## config.mk

```make
export PLATFORM = sky130hd
export DESIGN_NAME = height_to_color_ramp_unit
export DESIGN_NICKNAME = d
export VERILOG_FILES = /design/src/hcr_pkg.sv /design/src/hcr_front.sv /design/src/hcr_queue.sv /design/src/hcr_back.sv /design/src/height_to_color_ramp_unit.sv
export SDC_FILE = /design/constraint.sdc
export NUM_CORES = 2
export LEC_CHECK = 0
export BUFFER_PORTS_ARGS = -buffer_cell sky130_fd_sc_hd__clkbuf_2
export CAP_MARGIN = 15
export CORE_UTILIZATION = 35
export CTS_CLUSTER_SIZE = 20
export DETAILED_ROUTE_END_ITERATION = 7
export PLACE_DENSITY_LB_ADDON = 0.2
export RECOVER_POWER = 100
export SLEW_MARGIN = 30
export SYNTH_ARGS = -nofsm -noshare
export SYNTH_HDL_FRONTEND = slang
export SYNTH_HIERARCHICAL = 1
export SYNTH_SLANG_ARGS = --single-unit
export TNS_END_PERCENT = 1
```

## constraint.sdc

```tcl
create_clock -name clk -period 93.7 [get_ports clk]
set_input_delay 18.74 -clock clk [delete_from_list [all_inputs] [get_ports clk]]
set_output_delay 18.74 -clock clk [all_outputs]
set_load 0.05 [all_outputs]
```

## src/hcr_pkg.sv

```systemverilog
// ----------------------------------------------------------------------------
// hcr_pkg
// Shared types and constants of the height to colour ramp unit: field widths,
// fixed point format, ramp colour stops, point classes and the queue entry.
// ----------------------------------------------------------------------------
package hcr_pkg;

  // field widths
  localparam int HEIGHT_W   = 32;
  localparam int COLOR_W    = 24;
  localparam int CH_W       = 8;
  localparam int NUM_CH     = 3;
  localparam int CFG_IDX_W  = 1;
  localparam int CFG_DATA_W = 32;

  // differences of two heights need one extra bit, their magnitude does not
  localparam int NUM_W = HEIGHT_W + 1;
  localparam int MAG_W = HEIGHT_W;

  // unsigned q1.f ratio and segment position
  localparam int RATIO_FRAC_BITS = 16;
  localparam int RATIO_W         = RATIO_FRAC_BITS + 1;
  localparam logic [RATIO_W-1:0] RATIO_ONE  = RATIO_W'(1) << RATIO_FRAC_BITS;
  localparam logic [RATIO_W-1:0] RATIO_HALF = RATIO_W'(1) << (RATIO_FRAC_BITS - 1);

  // blend accumulator: channel start, signed difference times position
  localparam int PROD_W = CH_W + 1 + RATIO_W + 1;

  // decoupling queue
  localparam int QUEUE_DEPTH = 4;
  localparam int QUEUE_PTR_W = $clog2(QUEUE_DEPTH);
  localparam int QUEUE_CNT_W = $clog2(QUEUE_DEPTH + 1);

  // configuration register indexes
  localparam logic [CFG_IDX_W-1:0] REG_MIN_HEIGHT = 1'b0;
  localparam logic [CFG_IDX_W-1:0] REG_MAX_HEIGHT = 1'b1;

  // ramp stops, red first
  localparam logic [CH_W-1:0] STOP_LO  [NUM_CH] = '{8'd80,  8'd70,  8'd200};
  localparam logic [CH_W-1:0] STOP_MID [NUM_CH] = '{8'd140, 8'd120, 8'd180};
  localparam logic [CH_W-1:0] STOP_HI  [NUM_CH] = '{8'd255, 8'd140, 8'd120};

  // how a point gets its colour
  typedef enum logic [2:0] {
    CLS_PASS,   // colour given with the point
    CLS_ZERO,   // ratio is zero
    CLS_HALF,   // equal bounds
    CLS_ONE,    // ratio saturates at one
    CLS_DIV     // ratio needs the divider
  } hcr_cls_t;

  // entry handed from the front to the back
  typedef struct packed {
    hcr_cls_t           cls;
    logic [MAG_W-1:0]   an;
    logic [MAG_W-1:0]   ad;
    logic [COLOR_W-1:0] color;
    logic               last;
  } hcr_entry_t;

  // one divider pipeline stage
  typedef struct packed {
    hcr_cls_t                   cls;
    logic [MAG_W-1:0]           rem;
    logic [MAG_W-1:0]           ad;
    logic [RATIO_FRAC_BITS-1:0] q;
    logic [COLOR_W-1:0]         color;
    logic                       last;
  } hcr_stage_t;

endpackage

```

## src/hcr_front.sv

```systemverilog
// ----------------------------------------------------------------------------
// hcr_front
// Holds the height bounds, takes in points, forms the height differences and
// sorts each point into a class before handing it to the queue.
// ----------------------------------------------------------------------------
module hcr_front (
  input  logic                           clk,
  input  logic                           rst_n,
  input  logic                           cfg_we,
  input  logic [hcr_pkg::CFG_IDX_W-1:0]  cfg_idx,
  input  logic [hcr_pkg::CFG_DATA_W-1:0] cfg_wdata,
  input  logic                           in_valid,
  output logic                           in_ready,
  input  logic [hcr_pkg::HEIGHT_W-1:0]   in_height,
  input  logic                           in_has_color,
  input  logic [hcr_pkg::COLOR_W-1:0]    in_given_color,
  input  logic                           in_last_point,
  output logic                           push,
  input  logic                           push_ready,
  output hcr_pkg::hcr_entry_t            push_entry
);
  import hcr_pkg::*;

  logic [HEIGHT_W-1:0] min_height_r;
  logic [HEIGHT_W-1:0] max_height_r;
  logic                front_v_r;
  logic [NUM_W-1:0]    num_r;
  logic [NUM_W-1:0]    den_r;
  logic                has_color_r;
  logic [COLOR_W-1:0]  color_r;
  logic                last_r;
  logic [NUM_W-1:0]    num_nxt;
  logic [NUM_W-1:0]    den_nxt;
  logic [NUM_W-1:0]    neg_num;
  logic [NUM_W-1:0]    neg_den;
  logic                in_xfer;

  // bounds registers
  always_ff @(posedge clk) begin
    if (!rst_n) begin
      min_height_r <= '0;
      max_height_r <= '0;
    end else if (cfg_we) begin
      unique case (cfg_idx)
        REG_MIN_HEIGHT: min_height_r <= cfg_wdata[HEIGHT_W-1:0];
        REG_MAX_HEIGHT: max_height_r <= cfg_wdata[HEIGHT_W-1:0];
        default: ;
      endcase
    end
  end

  // signed differences against the lower bound
  assign num_nxt = {in_height[HEIGHT_W-1], in_height}
                 - {min_height_r[HEIGHT_W-1], min_height_r};
  assign den_nxt = {max_height_r[HEIGHT_W-1], max_height_r}
                 - {min_height_r[HEIGHT_W-1], min_height_r};

  assign in_ready = !front_v_r || push_ready;
  assign in_xfer  = in_valid && in_ready;
  assign push     = front_v_r && push_ready;

  // input stage
  always_ff @(posedge clk) begin
    if (!rst_n) begin
      front_v_r <= 1'b0;
    end else if (in_ready) begin
      front_v_r <= in_valid;
    end
  end

  always_ff @(posedge clk) begin
    if (in_xfer) begin
      num_r       <= num_nxt;
      den_r       <= den_nxt;
      has_color_r <= in_has_color;
      color_r     <= in_given_color;
      last_r      <= in_last_point;
    end
  end

  // magnitudes and class
  assign neg_num = -num_r;
  assign neg_den = -den_r;

  always_comb begin
    push_entry.an    = num_r[NUM_W-1] ? neg_num[MAG_W-1:0] : num_r[MAG_W-1:0];
    push_entry.ad    = den_r[NUM_W-1] ? neg_den[MAG_W-1:0] : den_r[MAG_W-1:0];
    push_entry.color = color_r;
    push_entry.last  = last_r;
    if (has_color_r) begin
      push_entry.cls = CLS_PASS;
    end else if (den_r == '0) begin
      push_entry.cls = CLS_HALF;
    end else if (num_r == '0 || (num_r[NUM_W-1] != den_r[NUM_W-1])) begin
      push_entry.cls = CLS_ZERO;
    end else begin
      push_entry.cls = CLS_DIV;
    end
  end

endmodule

```

## src/hcr_queue.sv

```systemverilog
// ----------------------------------------------------------------------------
// hcr_queue
// Small first-in first-out queue of classified points between the front and
// the back, so that either side can stall without holding up the other.
// ----------------------------------------------------------------------------
module hcr_queue (
  input  logic                clk,
  input  logic                rst_n,
  input  logic                push,
  output logic                push_ready,
  input  hcr_pkg::hcr_entry_t push_entry,
  input  logic                pop,
  output logic                pop_valid,
  output hcr_pkg::hcr_entry_t pop_entry
);
  import hcr_pkg::*;

  hcr_entry_t             slot_r [QUEUE_DEPTH];
  logic [QUEUE_PTR_W-1:0] wr_ptr_r;
  logic [QUEUE_PTR_W-1:0] rd_ptr_r;
  logic [QUEUE_CNT_W-1:0] count_r;
  logic                   do_push;
  logic                   do_pop;

  assign push_ready = count_r != QUEUE_CNT_W'(QUEUE_DEPTH);
  assign pop_valid  = count_r != '0;
  assign do_push    = push && push_ready;
  assign do_pop     = pop && pop_valid;
  assign pop_entry  = slot_r[rd_ptr_r];

  // pointers and fill level
  always_ff @(posedge clk) begin
    if (!rst_n) begin
      wr_ptr_r <= '0;
      rd_ptr_r <= '0;
      count_r  <= '0;
    end else begin
      if (do_push) wr_ptr_r <= wr_ptr_r + 1'b1;
      if (do_pop)  rd_ptr_r <= rd_ptr_r + 1'b1;
      if (do_push && !do_pop)      count_r <= count_r + 1'b1;
      else if (do_pop && !do_push) count_r <= count_r - 1'b1;
    end
  end

  // entry storage
  always_ff @(posedge clk) begin
    if (do_push) slot_r[wr_ptr_r] <= push_entry;
  end

endmodule

```

## src/hcr_back.sv

```systemverilog
// ----------------------------------------------------------------------------
// hcr_back
// Takes classified points from the queue, finds the ratio with a pipelined
// restoring divider (one quotient bit a stage), picks the ramp segment and
// blends the three channels into the output register.
// ----------------------------------------------------------------------------
module hcr_back (
  input  logic                         clk,
  input  logic                         rst_n,
  output logic                         pop,
  input  logic                         pop_valid,
  input  hcr_pkg::hcr_entry_t          pop_entry,
  output logic                         out_valid,
  input  logic                         out_ready,
  output logic [hcr_pkg::COLOR_W-1:0]  out_color,
  output logic                         out_last_color
);
  import hcr_pkg::*;

  localparam int NSTG = RATIO_FRAC_BITS + 1;

  logic                   adv;
  logic                   stg_v_r [NSTG];
  hcr_stage_t             stg_r   [NSTG];
  hcr_stage_t             stg0_nxt;

  logic                   rp_v_r;
  logic                   rp_pass_r;
  logic                   rp_seg_r;
  logic [RATIO_W-1:0]     rp_t_r;
  logic [COLOR_W-1:0]     rp_color_r;
  logic                   rp_last_r;
  logic [RATIO_W-1:0]     ratio;
  logic [RATIO_W:0]       ratio_x2;
  logic                   seg_nxt;
  logic [RATIO_W-1:0]     t_nxt;

  logic                   out_valid_r;
  logic [COLOR_W-1:0]     out_color_r;
  logic                   out_last_r;
  logic [COLOR_W-1:0]     color_nxt;

  // the whole pipeline moves when the output register is free
  assign adv = !out_valid_r || out_ready;
  assign pop = adv && pop_valid;

  // stage 0: saturation check, divider set-up
  always_comb begin
    stg0_nxt.cls   = pop_entry.cls;
    stg0_nxt.rem   = pop_entry.an;
    stg0_nxt.ad    = pop_entry.ad;
    stg0_nxt.q     = '0;
    stg0_nxt.color = pop_entry.color;
    stg0_nxt.last  = pop_entry.last;
    if (pop_entry.cls == CLS_DIV && pop_entry.an >= pop_entry.ad) begin
      stg0_nxt.cls = CLS_ONE;
    end
  end

  always_ff @(posedge clk) begin
    if (!rst_n) begin
      stg_v_r[0] <= 1'b0;
    end else if (adv) begin
      stg_v_r[0] <= pop_valid;
    end
  end

  always_ff @(posedge clk) begin
    if (adv) stg_r[0] <= stg0_nxt;
  end

  // divider stages, one quotient bit each
  for (genvar k = 1; k < NSTG; k++) begin : g_div
    logic [MAG_W:0]   shl;
    logic             fits;
    logic [MAG_W:0]   diff;
    hcr_stage_t       nxt;

    assign shl  = {stg_r[k-1].rem, 1'b0};
    assign fits = shl >= {1'b0, stg_r[k-1].ad};
    assign diff = shl - {1'b0, stg_r[k-1].ad};

    always_comb begin
      nxt     = stg_r[k-1];
      nxt.rem = fits ? diff[MAG_W-1:0] : shl[MAG_W-1:0];
      nxt.q   = {stg_r[k-1].q[RATIO_FRAC_BITS-2:0], fits};
    end

    always_ff @(posedge clk) begin
      if (!rst_n) begin
        stg_v_r[k] <= 1'b0;
      end else if (adv) begin
        stg_v_r[k] <= stg_v_r[k-1];
      end
    end

    always_ff @(posedge clk) begin
      if (adv) stg_r[k] <= nxt;
    end
  end

  // ratio from class, then segment and position
  always_comb begin
    case (stg_r[NSTG-1].cls)
      CLS_HALF: ratio = RATIO_HALF;
      CLS_ONE:  ratio = RATIO_ONE;
      CLS_DIV:  ratio = {1'b0, stg_r[NSTG-1].q};
      default:  ratio = '0;
    endcase
    ratio_x2 = {ratio, 1'b0};
    seg_nxt  = ratio > RATIO_HALF;
    if (seg_nxt) begin
      t_nxt = RATIO_W'(ratio_x2 - {1'b0, RATIO_ONE});
    end else begin
      t_nxt = ratio_x2[RATIO_W-1:0];
    end
  end

  always_ff @(posedge clk) begin
    if (!rst_n) begin
      rp_v_r <= 1'b0;
    end else if (adv) begin
      rp_v_r <= stg_v_r[NSTG-1];
    end
  end

  always_ff @(posedge clk) begin
    if (adv) begin
      rp_pass_r  <= stg_r[NSTG-1].cls == CLS_PASS;
      rp_seg_r   <= seg_nxt;
      rp_t_r     <= t_nxt;
      rp_color_r <= stg_r[NSTG-1].color;
      rp_last_r  <= stg_r[NSTG-1].last;
    end
  end

  // per channel blend: start + (end - start) * t, integer part
  always_comb begin
    logic [CH_W-1:0]          c_start;
    logic [CH_W-1:0]          c_end;
    logic signed [CH_W:0]     c_diff;
    logic signed [PROD_W-1:0] diff_x;
    logic signed [PROD_W-1:0] t_x;
    logic signed [PROD_W-1:0] base_x;
    logic signed [PROD_W-1:0] acc;
    logic [CH_W-1:0]          ch [NUM_CH];
    for (int c = 0; c < NUM_CH; c++) begin
      c_start = rp_seg_r ? STOP_MID[c] : STOP_LO[c];
      c_end   = rp_seg_r ? STOP_HI[c]  : STOP_MID[c];
      c_diff  = $signed({1'b0, c_end}) - $signed({1'b0, c_start});
      diff_x  = PROD_W'(c_diff);
      t_x     = PROD_W'({1'b0, rp_t_r});
      base_x  = PROD_W'({1'b0, c_start}) << RATIO_FRAC_BITS;
      acc     = base_x + diff_x * t_x;
      ch[c]   = acc[RATIO_FRAC_BITS +: CH_W];
    end
    color_nxt = rp_pass_r ? rp_color_r : {ch[0], ch[1], ch[2]};
  end

  // output register
  always_ff @(posedge clk) begin
    if (!rst_n) begin
      out_valid_r <= 1'b0;
    end else if (adv) begin
      out_valid_r <= rp_v_r;
    end
  end

  always_ff @(posedge clk) begin
    if (adv) begin
      out_color_r <= color_nxt;
      out_last_r  <= rp_last_r;
    end
  end

  assign out_valid      = out_valid_r;
  assign out_color      = out_color_r;
  assign out_last_color = out_last_r;

endmodule

```

## src/height_to_color_ramp_unit.sv

```systemverilog
// ----------------------------------------------------------------------------
// height_to_color_ramp_unit
// One point per cycle sustained while out_ready does not stall the output,
// carried through the 16-stage divider pipeline.
// Synchronous active-low reset clears both bounds to zero and empties the unit.
// ----------------------------------------------------------------------------
module height_to_color_ramp_unit (
  input  logic                           clk,
  input  logic                           rst_n,
  input  logic                           cfg_we,
  input  logic [hcr_pkg::CFG_IDX_W-1:0]  cfg_idx,
  input  logic [hcr_pkg::CFG_DATA_W-1:0] cfg_wdata,
  input  logic                           in_valid,
  output logic                           in_ready,
  input  logic [hcr_pkg::HEIGHT_W-1:0]   in_height,
  input  logic                           in_has_color,
  input  logic [hcr_pkg::COLOR_W-1:0]    in_given_color,
  input  logic                           in_last_point,
  output logic                           out_valid,
  input  logic                           out_ready,
  output logic [hcr_pkg::COLOR_W-1:0]    out_color,
  output logic                           out_last_color
);
  import hcr_pkg::*;

  logic       push;
  logic       push_ready;
  hcr_entry_t push_entry;
  logic       pop;
  logic       pop_valid;
  hcr_entry_t pop_entry;

  // classify points
  hcr_front u_front (
    .clk            (clk),
    .rst_n          (rst_n),
    .cfg_we         (cfg_we),
    .cfg_idx        (cfg_idx),
    .cfg_wdata      (cfg_wdata),
    .in_valid       (in_valid),
    .in_ready       (in_ready),
    .in_height      (in_height),
    .in_has_color   (in_has_color),
    .in_given_color (in_given_color),
    .in_last_point  (in_last_point),
    .push           (push),
    .push_ready     (push_ready),
    .push_entry     (push_entry)
  );

  // decoupling queue
  hcr_queue u_queue (
    .clk        (clk),
    .rst_n      (rst_n),
    .push       (push),
    .push_ready (push_ready),
    .push_entry (push_entry),
    .pop        (pop),
    .pop_valid  (pop_valid),
    .pop_entry  (pop_entry)
  );

  // ratio and colour
  hcr_back u_back (
    .clk            (clk),
    .rst_n          (rst_n),
    .pop            (pop),
    .pop_valid      (pop_valid),
    .pop_entry      (pop_entry),
    .out_valid      (out_valid),
    .out_ready      (out_ready),
    .out_color      (out_color),
    .out_last_color (out_last_color)
  );

endmodule
```

======== Word level (Yosys, flattened, before mapping) ========
Memory sizes are Yosys's and may differ from the RTL's. A register that Yosys moved wholly into a read port is not among the register bits.
Cells that the tools add are included.
operators by class
  add/sub/neg operators ................... 31
  $mul .................................... 3
  divide/modulo/power cells ............... 0
  order comparisons ....................... 18
  eq/ne operators ......................... 6
  shift operators ......................... 0
  muxes and demuxes ....................... 59
  bitwise operators ....................... 18
  reduce and logical (&&, ||, !) cells .... 23
operator list
  kind                                                                    count
  32-bit two-way mux                                                      18
  33-bit by 32-bit >= comparator with 1-bit output                        16
  32-bit subtractor                                                       16
  24-bit adder                                                            3
  9-bit by 18-bit multiplier with 24-bit output                           3
  33-bit zero test                                                        2
  32-bit by 32-bit subtractor with 33-bit output                          2
  32-bit negator                                                          2
  17-bit one-hot mux with 3 select lines                                  1
  32-bit >= comparator                                                    1
  1-bit two-way mux                                                       24
  24-bit two-way mux                                                      1
  8-bit two-way mux                                                       3
  3-bit two-way mux                                                       6
  8-bit by 8-bit subtractor with 9-bit output                             2
  17-bit by 16-bit > comparator with 1-bit output, second input constant  1
  17-bit two-way mux                                                      1
  1-bit bitwise OR                                                        17
  17-bit subtractor, second input constant                                1
  7-bit two-way mux                                                       2
  8-bit by 7-bit subtractor with 9-bit output                             1
  1-bit logical AND                                                       8
  3-bit by 2-bit equality test with 1-bit output, second input constant   2
  3-bit equality test, second input constant                              2
  other kinds (14)                                                        23
word-level totals
  register bits ........................... 234
  latch bits .............................. 0
  RAM bits ................................ 2221
  bits in read-only memories .............. 0
  bits of input ports ..................... 96
  output and inout port bits .............. 27
  word-level logic and storage cells ...... 181
  memories kept ........................... 3
memory list
  name            words  bits a word  read ports  clocked after memory_dff  write ports  line             RTL
  u_back.stg_r    17     108          17          0                         17           hcr_back.sv:24   hcr_stage_t stg_r [NSTG];
  u_queue.slot_r  4      92           1           1                         1            hcr_queue.sv:18  hcr_entry_t slot_r [QUEUE_DEPTH];
  u_back.stg_v_r  17     1            17          1                         17           hcr_back.sv:23   logic stg_v_r [NSTG];

======== Longest topological paths before layout ========
  depth after elaboration ................. 7
  mapped depth ............................ 24
  gate-level depth less buffers ........... 22

======== Modules after synthesis ========
The synthesis kept the hierarchy.
modules (own cells, without submodules)
  module     times used  cells each  area an instance (um^2)  seq. area each (um^2)
  hcr_back   1           7666        92661.4                  51709.6
  hcr_queue  1           528         13755.7                  11230.8
  hcr_front  1           1107        10067.2                  4063.9

======== Worst setup path after synthesis ========
OpenSTA, ideal clock, no wires.
  kind .................................... input -> register
  from .................................... input out_ready
  to ...................................... register u_queue.count_r[2]
  setup time .............................. 0.076 ns
  arrival ................................. 69.545 ns
  required time ........................... 93.624 ns
  setup slack ............................. 24.079 ns
  stages on the path ...................... 11
  buffers on the path ..................... 1
  cells stage by stage .................... nor2b_1 > inv_1 > clkbuf_1 > and2_1 > o31ai_2 > ha_1 > inv_1 > fa_1 > xor2_1 > or3_1 > a21boi_0
on the way
  longest elaborated chain between the ends .. 6
  elaborated cells on any way between the ends .. 8
  classes of those cells .................. mux: 1; reduce/logical: 7
RTL lines
  what                                                     line                             RTL
  start, declared                                          height_to_color_ramp_unit.sv:20  input logic out_ready,
  1-bit logical OR *                                       hcr_back.sv:44                   assign adv = !out_valid_r || out_ready;
  1-bit logical AND *                                      hcr_back.sv:45                   assign pop = adv && pop_valid;
  named net pop                                            height_to_color_ramp_unit.sv:29  logic pop;
  1-bit logical AND *                                      hcr_queue.sv:28                  assign do_pop = pop && pop_valid;
  1-bit zero test                                          hcr_queue.sv:40                  if (do_push && !do_pop) count_r <= count_r + 1'b1;
  1-bit logical AND                                        hcr_queue.sv:40
  3-bit two-way mux or 2-bit nonzero test (tied branches)  --
  end signal, assigned                                     hcr_queue.sv:40
  end signal, assigned                                     hcr_queue.sv:41                  else if (do_pop && !do_push) count_r <= count_r - 1'b1;
  end, declared                                            hcr_queue.sv:21                  logic [QUEUE_CNT_W-1:0] count_r;
The timed path passes the listed nets; every way through them passes the cells marked *.
A chain may end at the register's enable or synchronous reset.

==> impl_metrics.tcl <==
set metrics [dict create \
    outcome "finished, violations left" \
    violations "max-capacitance violations, max-slew violations" \
    finalCriticalPeriod_ns 33.66 \
    clk-insertion-delay-late_ns 0.91 \
    grt-ovfl-total 0 \
    core_um2 331000 \
    synth_common_cells "edfxtp_1 (2180), inv_1 (995), ha_1 (806)" \
    holdPathStages 0 \
    fin_tns_setup_ns 0 \
    top_layer "met5" \
    multiInputGateArea_um2 44700 \
    worstPathMaxFanout 113 \
    clock_skew_ns 0.0912 \
    port_buffers 122 \
    cp_slowest_cell "clkbuf_1" \
    drc 0 \
    yosysTopAreaCell "edfxtp_1" \
    ys_warn_count 6 \
    ys_types 107 \
    wl_per_cell_um 19.0 \
    routed_wl_um 267000 \
    tightest_slew_ns 8.67 \
    start_kind "input port" \
    grt_pass1_vias 70800 \
    drive_gt1_share_pct 7.53 \
    routed-wl-met3_um 8390 \
    viasPerCell 5.03 \
    syn_area_um2 116000 \
    antenna_found_initial 8 \
    cp_slowest_stage_delay_ns 4.28 \
    yosysSeqAreaShare_pct 57.5 \
    m1WireLength_um 115000 \
    max_freq_ghz 0.0297 \
    seqCellArea_um2 67000 \
    clock-sinks 2257 \
    fp.dieH_um 579 \
    synth_cells 9301 \
    met2_length_um 137000 \
    crit_path_frequent_cell "clkbuf_1" \
    clockBufferDepth 4 \
    synth-seq-cells 2257 \
    hpwl_um 201000 \
    yosysMostFrequentCell "edfxtp_1" \
    io_pins 123 \
    synth_top_area_share_pct 56.2 \
    ys_async_sr_fraction_pct 0 \
    hold_viol 0 \
    timing.final.crit_share_pct 35.9 \
    final_antenna_net_count 0 \
    cap_viol_max_count 52 \
    drtPass1Iterations 6 \
    dr.first_iter.drc_count 4555 \
    end_kind "flop" \
    synth.avg_cell_area_um2 12.5 \
    crit_chain "clkbuf_2 > nor2b_1 > clkinvlp_2 > clkbuf_1 > clkbuf_1 > clkbuf_1 > clkbuf_1" \
    grt_max_degree 186 \
    die_area_um2 335000 \
    cts_hold_buf 0 \
    slew_headroom_pct -478 \
    cts_resized 0 \
    num_rows 211 \
    die_w_um 579 \
    finalSetupViolCount 0 \
    r2r_cells 6 \
    netlist_top_cells_area "edfxtp_1 (56%), ha_1 (8.7%), inv_1 (3.2%), fa_1 (2.9%), xnor2_1 (2.6%)" \
    grt_pass1_wl_um 413000 \
    critPathRequiredTime_ns 94.05 \
    numCtsBuffers 239 \
    initial_core_util_pct 35.2 \
    globalplace.congestion 0.867 \
    cts_setup_buffers 0 \
    synthFlopType "edfxtp_1" \
    path_class "input port to flop" \
    clockRootBuffer "clkbuf_16" \
    cts.clk_slew.worst_paths_ns 0.06 \
    grtUsageTotal_pct 15.7 \
    synth_edf_count 2180 \
    vias 70600 \
    holdCritPathClass "flop to flop" \
    tritoncts "built" \
    area_growth_pct 11.3 \
    rsz0062_at_grt "false" \
    arrival_ns 34.02 \
    fin_nets 10600 \
    final_max_slew_viol_count 3231 \
    fillers 31300 \
    htreeDepth 4 \
]
[cells in the final DEF (no fill, tap or decap), drive strengths merged, types with 42 or more instances in the layout]
cell type  Yosys  final
o21ai        559    559
and2          56     56
nand4         98     98
nor2b         70     70
a21o         270    270
a211oi        68     68
nor3         103    103
xor2         193    193
fa           169    169
a21boi        93     93
xnor2        350    350
inv          996   1000
ha           806    806
clkbuf       185    450
dfxtp         77     77
edfxtp      2180   2180
clkinv         0     89
o21a          97     97
nand2        733    733
mux4          92     92
a31oi         67     67
o21bai        61     61
nand2b        86     86
nor2         397    397
mux2         154    154
o211ai        42     42
a21oi        573    573
and3          73     73
nand3        121    121
o31ai         65     65
[through the flow]
step                util (%)  setup slack (ns)  hold slack, ns  cells  area [um^2]
floorplan                  -             24.08           0.400   9314       117000
CTS                     39.3             71.25           0.383  14000       130000
global placement        36.9             70.46           0.400  13600       122000
global route            39.2             58.30           0.390  14000       130000
detailed placement      36.9             70.33           0.405  13600       122000
finish                  39.2             60.04           0.385  14000       130000
[layout make-up]
type / instances / share of cell area [%]
antenna: 2 / 0.00386
clock buffer: 281 / 4.80
clock inverter: 148 / 1.33
inverter: 996 / 2.88
multi-input combinational: 5816 / 34.5
sequential: 2257 / 51.7
tap: 4366 / 4.21
timing repair buffer: 177 / 0.627
[registers in the layout, indices dropped and copies added, names as in the netlist, 2 cells and up, named ones only]
signal	flops
u_queue/rd_ptr_r	2
u_front/max_height_r	32
u_queue/count_r	3
u_back/rp_color_r	24
u_back/rp_t_r	16
u_front/min_height_r	32
u_back/stg_r	1636
u_queue/slot_r	368
u_back/stg_v_r	17
u_front/num_r	33
u_queue/wr_ptr_r	2
u_front/color_r	24
u_back/out_color	24
u_front/den_r	33
[worst max-delay path, delay by kind of cell]
family	cells	cell delay, ns
simple gates	1	0.08
buf+inv	6	14.85
[kinds of logic after synthesis]
kind of cell,share of synthesized area (%)
adder cells (fa/ha/maj),11.6
AO/OA/AOI/OAI,11.7
AND/OR/NAND/NOR,7.60
flip-flops,57.5
other,0.00645
XOR/XNOR,4.08
multiplexers,3.43
buffers and inverters,4.13
[metal layers]
layer,global-route usage (%),vias up
li1,-,34400
met1,19.6,34600
met4,3.84,2
met5,0,-
met3,1.92,370
met2,28.6,1189
[worst paths after layout]
path | start | slack [ns] | to
max reg2reg | u_back/out_valid$_SDFFE_PN0N_ | 77.56 | u_back/stg_r[0][284]$_DFFE_PN_
max | out_ready | 60.04 | u_back/stg_r[0][284]$_DFFE_PN_
min | u_back/stg_r[0][665]$_DFFE_PN_ | 0.38 | u_back/stg_r[0][773]$_DFFE_PN_
min reg2reg | u_back/stg_r[0][665]$_DFFE_PN_ | 0.38 | u_back/stg_r[0][773]$_DFFE_PN_
Power is left out: the tool's default activity adds up to more than one toggle a clock period on the data nets, which glitch-free logic cannot reach.
